## src/design/rewindable_history_buffer_core_macros.svh

```systemverilog
// ----------------------------------------------------------------------------
// Rewindable history buffer assertion macros
// Clocked implication checks used by the history buffer control.
// ----------------------------------------------------------------------------
`ifndef REWINDABLE_HISTORY_BUFFER_CORE_MACROS_SVH
`define REWINDABLE_HISTORY_BUFFER_CORE_MACROS_SVH

// same-cycle implication, disabled in reset
`define RHB_ASSERT_IMP(lbl, ante, cons, msg) \
  lbl: assert property (@(posedge clk_i) disable iff (!rst_ni) (ante) |-> (cons)) \
    else $error(msg);

// next-cycle implication, disabled in reset
`define RHB_ASSERT_NXT(lbl, ante, cons, msg) \
  lbl: assert property (@(posedge clk_i) disable iff (!rst_ni) (ante) |=> (cons)) \
    else $error(msg);

`endif

```

## src/design/rhb_pkg.sv

```systemverilog
`timescale 1ns / 1ps
// ----------------------------------------------------------------------------
// Rewindable history buffer package
// Sizes, command and status codes, and the structs between the blocks.
// ----------------------------------------------------------------------------
package rhb_pkg;

  localparam int unsigned DEPTH  = 65536;
  localparam int unsigned PTR_W  = $clog2(DEPTH);
  localparam int unsigned OFS_W  = 32;
  localparam int unsigned BYTE_W = 8;
  localparam int unsigned CNT_W  = 16;
  localparam int unsigned CMD_W  = 2;
  localparam int unsigned ST_W   = 2;

  typedef logic [PTR_W-1:0]  ptr_t;
  typedef logic [PTR_W:0]    span_t;
  typedef logic [OFS_W-1:0]  ofs_t;
  typedef logic [BYTE_W-1:0] byte_t;
  typedef logic [CNT_W-1:0]  cnt_t;

  localparam span_t DEPTH_SPAN = span_t'(DEPTH);
  localparam ptr_t  LAST_PTR   = ptr_t'(DEPTH - 1);
  localparam cnt_t  CNT_MAX    = '1;

  typedef enum logic [CMD_W-1:0] {
    CMD_READ  = 2'd0,
    CMD_UNGET = 2'd1,
    CMD_SEEK  = 2'd2
  } cmd_e;

  typedef enum logic [ST_W-1:0] {
    ST_DONE    = 2'd0,
    ST_EOS     = 2'd1,
    ST_REFUSED = 2'd2
  } status_e;

  typedef struct packed {
    logic  we;
    ptr_t  addr;
    byte_t wdata;
  } mem_req_t;

  typedef struct packed {
    logic    done;
    status_e status;
    logic    rd_ok;
    logic    bypass;
    byte_t   src;
    ofs_t    offset;
    cnt_t    unread;
  } result_t;

endpackage

```

## src/design/rhb_ctrl.sv

```systemverilog
`timescale 1ns / 1ps
`include "rewindable_history_buffer_core_macros.svh"
// ----------------------------------------------------------------------------
// Rewindable history buffer control
// Pointer and offset state, command decode and result register.
// ----------------------------------------------------------------------------
module rhb_ctrl (
  input  logic                  clk_i,
  input  logic                  rst_ni,
  input  logic                  start_i,
  input  logic [1:0]            command_i,
  input  logic [7:0]            source_byte_i,
  input  logic                  source_empty_i,
  input  logic [31:0]           target_offset_i,
  output logic                  busy_o,
  output rhb_pkg::mem_req_t     mem_req_o,
  output rhb_pkg::result_t      res_o
);
  import rhb_pkg::*;

  ptr_t    wp_q, wp_d, rp_q, rp_d;
  ofs_t    offset_q, offset_d;
  logic    busy_q;
  logic    done_q, rd_ok_q, rd_ok_d, byp_q, byp_d;
  status_e status_q, status_d;
  byte_t   src_q;
  logic    acc;
  logic    empty;
  span_t   unread_cur, avail;
  ptr_t    rp_next, rp_prev, rp_back;
  ofs_t    delta;
  logic    seek_ok;
  cnt_t    unread_sat;

  assign acc   = start_i && !busy_q;
  assign empty = (rp_q == wp_q);

  assign unread_cur = (wp_q >= rp_q) ? ({1'b0, wp_q} - {1'b0, rp_q})
                                     : ({1'b0, wp_q} + DEPTH_SPAN - {1'b0, rp_q});
  assign avail   = DEPTH_SPAN - unread_cur;
  assign rp_next = (rp_q == LAST_PTR) ? '0 : rp_q + ptr_t'(1);
  assign rp_prev = (rp_q == '0) ? LAST_PTR : rp_q - ptr_t'(1);
  assign delta   = offset_q - target_offset_i;
  assign seek_ok = (target_offset_i <= offset_q) && (delta < OFS_W'(avail));
  assign rp_back = (OFS_W'(rp_q) >= delta)
                 ? (rp_q - delta[PTR_W-1:0])
                 : ptr_t'({1'b0, rp_q} + DEPTH_SPAN - delta[PTR_W:0]);

  always_comb begin
    wp_d      = wp_q;
    rp_d      = rp_q;
    offset_d  = offset_q;
    status_d  = ST_DONE;
    rd_ok_d   = 1'b0;
    byp_d     = 1'b0;
    mem_req_o = '{we: 1'b0, addr: rp_q, wdata: source_byte_i};
    if (acc) begin
      case (command_i)
        CMD_READ: begin
          if (empty && source_empty_i) begin
            status_d = ST_EOS;
          end else begin
            if (empty) begin
              mem_req_o.we = 1'b1;
              wp_d         = rp_next;
            end
            byp_d    = empty;
            rd_ok_d  = 1'b1;
            rp_d     = rp_next;
            offset_d = offset_q + ofs_t'(1);
          end
        end
        CMD_UNGET: begin
          if ((offset_q == '0) || (unread_cur >= DEPTH_SPAN - span_t'(1))) begin
            status_d = ST_REFUSED;
          end else begin
            rp_d     = rp_prev;
            offset_d = offset_q - ofs_t'(1);
          end
        end
        CMD_SEEK: begin
          if (seek_ok) begin
            rp_d     = rp_back;
            offset_d = target_offset_i;
          end else begin
            status_d = ST_REFUSED;
          end
        end
        default: begin
          status_d = ST_REFUSED;
        end
      endcase
    end
  end

  always_ff @(posedge clk_i or negedge rst_ni) begin
    if (!rst_ni) begin
      wp_q     <= '0;
      rp_q     <= '0;
      offset_q <= '0;
      busy_q   <= 1'b1;
      done_q   <= 1'b0;
    end else begin
      wp_q     <= wp_d;
      rp_q     <= rp_d;
      offset_q <= offset_d;
      busy_q   <= 1'b0;
      done_q   <= acc;
    end
  end

  always_ff @(posedge clk_i) begin
    status_q <= status_d;
    rd_ok_q  <= rd_ok_d;
    byp_q    <= byp_d;
    src_q    <= source_byte_i;
  end

  assign unread_sat = (OFS_W'(unread_cur) > OFS_W'(CNT_MAX)) ? CNT_MAX : CNT_W'(unread_cur);

  assign busy_o = busy_q;
  assign res_o  = '{done: done_q, status: status_q, rd_ok: rd_ok_q, bypass: byp_q,
                    src: src_q, offset: offset_q, unread: unread_sat};

  `RHB_ASSERT_NXT(a_done_follows_accept, acc, done_q, "result strobe missing after accept")
  `RHB_ASSERT_NXT(a_no_spurious_done, !acc, !done_q, "result strobe without accept")
  `RHB_ASSERT_NXT(a_eos_holds_state,
    acc && (command_i == CMD_READ) && empty && source_empty_i,
    (status_q == ST_EOS) && $stable(offset_q) && $stable(rp_q) && $stable(wp_q),
    "end of stream changed state")
  `RHB_ASSERT_NXT(a_unget_at_start,
    acc && (command_i == CMD_UNGET) && (offset_q == '0),
    (status_q == ST_REFUSED) && $stable(rp_q),
    "unget at stream start not refused")
  `RHB_ASSERT_IMP(a_read_ok_is_done, done_q && rd_ok_q, status_q == ST_DONE,
    "delivered byte with bad status")

endmodule

```

## config.mk

```make
export PLATFORM = sky130hd
export DESIGN_NAME = rhb_ctrl
export DESIGN_NICKNAME = d
export VERILOG_FILES = /design/src/design/rhb_pkg.sv /design/src/design/rhb_ctrl.sv
export VERILOG_INCLUDE_DIRS = /design/src /design/src/design
export SDC_FILE = /design/constraint.sdc
export NUM_CORES = 1
export LEC_CHECK = 0
export ABC_AREA = 1
export BUFFER_PORTS_ARGS = -buffer_cell sky130_fd_sc_hd__clkbuf_2
export CAP_MARGIN = 25
export CELL_PAD_IN_SITES_DETAIL_PLACEMENT = 1
export CELL_PAD_IN_SITES_GLOBAL_PLACEMENT = 1
export CORE_ASPECT_RATIO = 0.5
export CORE_UTILIZATION = 41
export DETAILED_ROUTE_END_ITERATION = 10
export PLACE_DENSITY = 0.79
export SYNTH_ARGS = -nofsm -noshare
export SYNTH_HDL_FRONTEND = slang
export SYNTH_SLANG_ARGS = --single-unit
```

## constraint.sdc

```tcl
create_clock -name clk_i -period 5.4 [get_ports clk_i]
set_clock_uncertainty 0.2 [all_clocks]
set_input_delay 0.81 -clock clk_i [delete_from_list [all_inputs] [get_ports clk_i]]
set_output_delay 0.81 -clock clk_i [all_outputs]
set_load 0.02 [all_outputs]
```

# Word-level counts from Yosys, hierarchy flattened
# Index checks and enable logic that the tools add are counted.
op_classes:
  add_sub_neg: 12
  magnitude_cmp: 6
  n_eq_ne: 7
  n_mux: 22
  n_bitwise: 3
  reduce_logical: 13
ops:
  columns: ["operator", "count"]
  rows:
  - ["two-way mux 16 bit", 7]
  - ["two-way mux 32 bit", 3]
  - ["case mux 32 bit (3 select lines)", 1]
  - ["case mux 16 bit (3 select lines)", 1]
  - ["adder 16 x 1 -> 16 bit, second input constant", 2]
  - ["adder 32 x 1 -> 32 bit, second input constant", 1]
  - [">= comparator 16 x 32 -> 1 bit", 1]
  - ["<= comparator 32 bit", 1]
  - ["zero test 32 bit", 1]
  - ["less-than comparator 32 x 17 -> 1 bit", 1]
  - ["subtractor 16 bit", 2]
  - ["subtractor 32 x 1 -> 32 bit, second input constant", 1]
  - ["subtractor 32 bit", 1]
  - ["adder 16 x 17 -> 17 bit, second input constant", 1]
  - [">= comparator 17 x 16 -> 1 bit, second input constant", 1]
  - ["greater-than comparator 17 x 16 -> 1 bit, second input constant", 1]
  - ["two-way mux 17 bit", 1]
  - ["subtractor 16 x 16 -> 17 bit", 1]
  - ["subtractor 17 x 16 -> 17 bit", 1]
  - ["subtractor 17 bit, first input constant", 1]
  - ["equality test 16 bit", 1]
  - ["equality test 16 bit, second input constant", 1]
  - [">= comparator 16 bit", 1]
  - ["zero test 16 bit", 1]
  - ["17 further kinds", 29]
totals:
  ff_bits: 78
  input_bits: 46

# Logic depth before layout (Yosys ltp)
logic_depth:
  word_depth: 8
  mapped_depth: 31

# Worst setup path after synthesis
# No wires, ideal clock.
synth_path:
  path_type: "register to register"
  startpoint: "reg rp_q[5]"
  endpoint: "reg rp_q[0]"
  setup_time_ps: 118
  t_arrival_ps: 3922
  t_required_ps: 5082
  slack_ps: 1160
  path_stages_with_launch: 29
  path_buffers: 3
  cell_sequence: "dfrtp_1 -> clkbuf_1 -> inv_1 -> ha_1 -> nand2_1 -> inv_1 -> nand3_1 -> nand3_1 -> nand2_1 -> nand2_1 -> inv_1 -> nor4_2 -> nand2_1 -> nor4_2 -> nand3_1 -> o21ai_0 -> inv_1 -> ha_1 -> inv_1 -> nor2_1 -> nand2_1 -> nor2_1 -> nand3_1 -> nand3_1 -> nand2_2 -> buf_4 -> buf_4 -> nand4_1 -> nand2_1"
synth_via:
  elab_chain_cells: 7
  elab_cells_between_ends: 25
  cone_classes: "3 x add/sub; 4 x order compare; 5 x eq/ne; 8 x mux; 5 x reduce/logical"
synth_rtl:
  columns: ["item", "line_no", "source"]
  rows:
  - ["start: declaration", "rhb_ctrl.sv:21", "ptr_t wp_q, wp_d, rp_q, rp_d;"]
  - ["start signal: assignment", "rhb_ctrl.sv:105", "rp_q <= rp_d;"]
  - ["subtractor 17 x 16 -> 17 bit (tied with other cells)", "rhb_ctrl.sv:39", ": ({1'b0, wp_q} + DEPTH_SPAN - {1'b0, rp_q});"]
  - ["two-way mux 17 bit", "rhb_ctrl.sv:38", "assign unread_cur = (wp_q >= rp_q) ? ({1'b0, wp_q} - {1'b0, rp_q})"]
  - ["subtractor 17 bit", "rhb_ctrl.sv:40", "assign avail = DEPTH_SPAN - unread_cur;"]
  - ["less-than comparator 32 x 17 -> 1 bit", "rhb_ctrl.sv:44", "assign seek_ok = (target_offset_i <= offset_q) && (delta < OFS_W'(avail));"]
  - ["logical AND 1 bit", "rhb_ctrl.sv:44", null]
  - ["!= test 2 bit (no line)", null, null]
  - ["AND reduction 5 bit (no line)", null, null]
# Parallel ways exist; a longest one is shown, timed or not. The select of a mux whose other input is x is not followed.
# A chain may end at the register's enable or synchronous reset.

# Worst setup path after layout
layout_path:
  startpoint: "reg rp_q[1]"
  endpoint: "reg offset_q[30]"
layout_via:
  elab_chain_cells: 7
  elab_cells_between_ends: 15
  cone_classes: "3 x add/sub; 3 x order compare; 4 x eq/ne; 1 x mux; 4 x reduce/logical"
layout_rtl:
  columns: ["item", "line_no", "source"]
  rows:
  - ["subtractor 17 x 16 -> 17 bit (tied with other cells)", "rhb_ctrl.sv:39", null]
  - ["two-way mux 17 bit", "rhb_ctrl.sv:38", null]
  - ["subtractor 17 bit", "rhb_ctrl.sv:40", null]
  - ["less-than comparator 32 x 17 -> 1 bit", "rhb_ctrl.sv:44", null]
  - ["logical AND 1 bit", "rhb_ctrl.sv:44", null]
  - ["!= test 2 bit (no line)", null, null]
  - ["AND reduction 5 bit (no line) *", null, null]
  - ["end signal: assignment", "rhb_ctrl.sv:106", "offset_q <= offset_d;"]
  - ["end: declaration", "rhb_ctrl.sv:22", "ofs_t offset_q, offset_d;"]
# Mark *: on every way between the ends. The rest lies on a longest branch, timed or not.

==> flow_summary.json <==
{
  "status": "finished, final reports clean",
  "numCtsBuffers": 9,
  "via_per_inst": 5.41,
  "synth_top_area_share_pct": 21.1,
  "cts_setup_buffers": 0,
  "timing.final.crit_period_ns": 4.91,
  "synth_area_leaders": "nand2_1 (21%), dfrtp_1 (14%), ha_1 (13%)",
  "worst_pin_slew_ns": 0.748,
  "first_pass_iters": 5,
  "period_share_pct": 91.0,
  "num_io_pins": 133,
  "ctsHoldBuffers": 0,
  "ant_nets": 0,
  "cellPowerDensity_nw_per_um2": 659,
  "detailed_place_hpwl_um": 37400,
  "start_util_pct": 42.1,
  "h-tree-depth": 3,
  "synth-async-reset-ratio_pct": 84.6,
  "synth_cell_types": 51,
  "slew_headroom_pct": 49.8,
  "cpPeakStageDelay_ns": 0.53,
  "crit_buf_inv": 2,
  "fin_tns_setup_ns": 0,
  "die_area_um2": 29500,
  "ys_seq_area_share_pct": 16.1,
  "crit_type": "register to register",
  "vdd_drop_max_mv": 0.205,
  "cts_tree": "yes",
  "routedWlPerCell_um": 17.9,
  "gp_congestion": 0.923,
  "antenna_cells": 0,
  "setup_violations": 0,
  "synthFlopType": "dfrtp_1",
  "synth_edf_count": 0,
  "pre_cts_ws_ns": 0.288,
  "fp.dieH_um": 122,
  "path_cells": "inv_1, fa_1, nor2_1, nor2_1, nor3_2, nand3_1, nor2_1, nand4_1, nor2_1, nand4_1, nor3_1, xor2_1, ha_1, a21oi_1, o21ai_0, a21oi_1, nand2_1, nand3_1, nand3_1, nand2_2, buf_8, nand4_1, nand2_1",
  "grt_max_degree": 67,
  "critPathRequiredTime_ns": 5.50,
  "cp_max_fo": 49,
  "drc_errors": 0,
  "grt_pass1_vias": 13506,
  "coreArea_um2": 28000,
  "nets": 2318,
  "synth_area_per_cell_um2": 5.79,
  "rr_worst_depth": 23,
  "grt_overflow": 0,
  "yosys-top-cells-count": "nand2_1 (663), inv_1 (337), nor2_1 (152)",
  "grt_util_all_layers_pct": 31.0,
  "hp-class": "primary input to asynchronous set/reset pin",
  "max_cap_violations": 0,
  "drv_slew": 0,
  "worst_slack_ns": 0.485,
  "antenna_found_initial": 0,
  "place.port_buffers": 132,
  "synth_seq_cells": 78,
  "r2r-start": "rp_q[1]$_DFFE_PN0P_",
  "cts_buffer_depth": 2,
  "slowest_stage": "fa_1",
  "synthesis.nets": 2203,
  "fp.dieW_um": 242,
  "multiInputGateArea_um2": 8340,
  "cp.arrival_ns": 5.02,
  "crit_family": "simple AND/OR/NAND/NOR gates",
  "area_delta_synth_final_pct": 11.9,
  "row_count": 43,
  "hold_viol_final": 0,
  "cts.sinks": 78,
  "clkLatencyLatePin_ns": 0.37,
  "yosysWarnings": 0,
  "drive_above_1_share_pct": 9.93,
  "grt_setup_unrepaired": "no",
  "syn_area_um2": 11800,
  "crit_path_start_kind": "register",
  "synth.most_common_cell": "nand2_1",
  "crit_top_cell": "nor2_1",
  "finalWirelength_um": 45400,
  "fillCellCount": 4104,
  "grt_first_pass_wirelength_um": 72000,
  "dr_total_vias": 13722,
  "clockRootBuffer": "clkbuf_16",
  "reg2reg_to": "offset_q[30]$_DFFE_PN0P_",
  "clk_pin_slew_ns": 0.07,
  "yosys.area.top_type": "nand2_1",
  "drt-initial-drc-count": 793,
  "reg2reg_setup_slack_ns": 0.49,
  "crit_path_end_kind": "register",
  "power.leakage_uw": 0.00755,
  "regArea_um2": 1890,
  "timing.fmax_mhz": 203,
  "syn_inst": 2035
}
how the worst max path moves through the flow:
stage,start,end,slack [ns],cells after the start
2_1_floorplan,rp_q[5]$_DFFE_PN0P_,rp_q[0]$_DFFE_PN0P_,1.16,28
3_3_place_gp,rp_q[6]$_DFFE_PN0P_,offset_q[27]$_DFFE_PN0P_,0.64,24
3_5_place_dp,rp_q[6]$_DFFE_PN0P_,offset_q[30]$_DFFE_PN0P_,0.29,25
4_1_cts,rp_q[6]$_DFFE_PN0P_,offset_q[29]$_DFFE_PN0P_,0.25,25
5_1_grt,rp_q[6]$_DFFE_PN0P_,offset_q[30]$_DFFE_PN0P_,0.04,26
6_report,rp_q[1]$_DFFE_PN0P_,offset_q[30]$_DFFE_PN0P_,0.49,23
flip-flops by register name, summed over array words and instances (netlist names):
register	flops
status_q	2
rp_q	16
busy_o	1
wp_q	16
done_q	1
byp_q	1
rd_ok_q	1
offset_q	32
src_q	8
layout make-up:
type                            count  share of cell area (%)
Inverter                          350                    9.99
Clock buffer                       11                    1.84
Clock inverter                      5                   0.303
Tap cell                          382                    3.62
Multi-Input combinational cell   1555                    63.2
Sequential cell                    78                    14.3
Timing Repair Buffer              156                    6.70
routing by layer:
layer | GRT usage [%] | share of wire, %
met3 | 4.05 | 4.4
met5 | 0 | 0
met1 | 40.5 | 46
met2 | 54.1 | 47
met4 | 8.03 | 2.1
report_power, final:
part / switching (uW) / internal, uW
combinational: 4730 / 2230
clock: 304 / 330
sequential: 334 / 757
total: 5370 / 3320
cell families (layout without fill, tap and decap cells):
| kind of cell | Yosys count | in the layout | share of synthesized area, % |
|---|---|---|---|
| adders and majority gates | 122 | 122 | 13.2 |
| buffers and inverters | 402 | 522 | 13.6 |
| DFF | 78 | 78 | 16.1 |
| other | 1 | 1 | 0.0318 |
| and+or+nand+nor | 1098 | 1098 | 40.0 |
| AOI/OAI and AO/OA | 278 | 278 | 12.9 |
| xor gates and xnor gates | 56 | 56 | 4.16 |
cell usage in the layout (no fill, tap or decap), types with 6 or more instances in the layout:
| cell | n |
|---|---|
| nand4_1 | 72 |
| ha_1 | 116 |
| nand3_1 | 113 |
| a21o_1 | 6 |
| dfrtp_1 | 65 |
| a31oi_1 | 10 |
| nand3b_1 | 11 |
| clkbuf_2 | 131 |
| inv_2 | 7 |
| nor2_1 | 152 |
| buf_4 | 22 |
| nor3_1 | 30 |
| dfxtp_1 | 12 |
| nor4_1 | 17 |
| and2_1 | 7 |
| clkbuf_16 | 9 |
| nor3_2 | 6 |
| xor2_1 | 44 |
| inv_1 | 337 |
| nand2_2 | 8 |
| o21bai_1 | 10 |
| o211ai_1 | 6 |
| nand2_1 | 663 |
| a21oi_1 | 112 |
| o21ai_0 | 110 |
| xnor2_1 | 11 |
timing repair:
action / in CTS / in global routing
endpoints found under the hold margin: 0 / 0
gates resized for setup: 0 / 9
setup endpoints to repair: 0 / 49
stage by stage:
stage	instances	instance area, um2	util, %	hold WS (ns)	power [uW]
finish	2537	13200	47.2	0.117	8690
global route	2537	13200	47.2	0.124	9540
CTS	2536	13100	46.9	0.288	8600
detailed placement	2520	12800	45.9	0.270	7910
global placement	2520	12800	45.9	0.261	7720
floorplan	2035	11800	-	0.246	5760
Power figures use the tool's default switching activity.
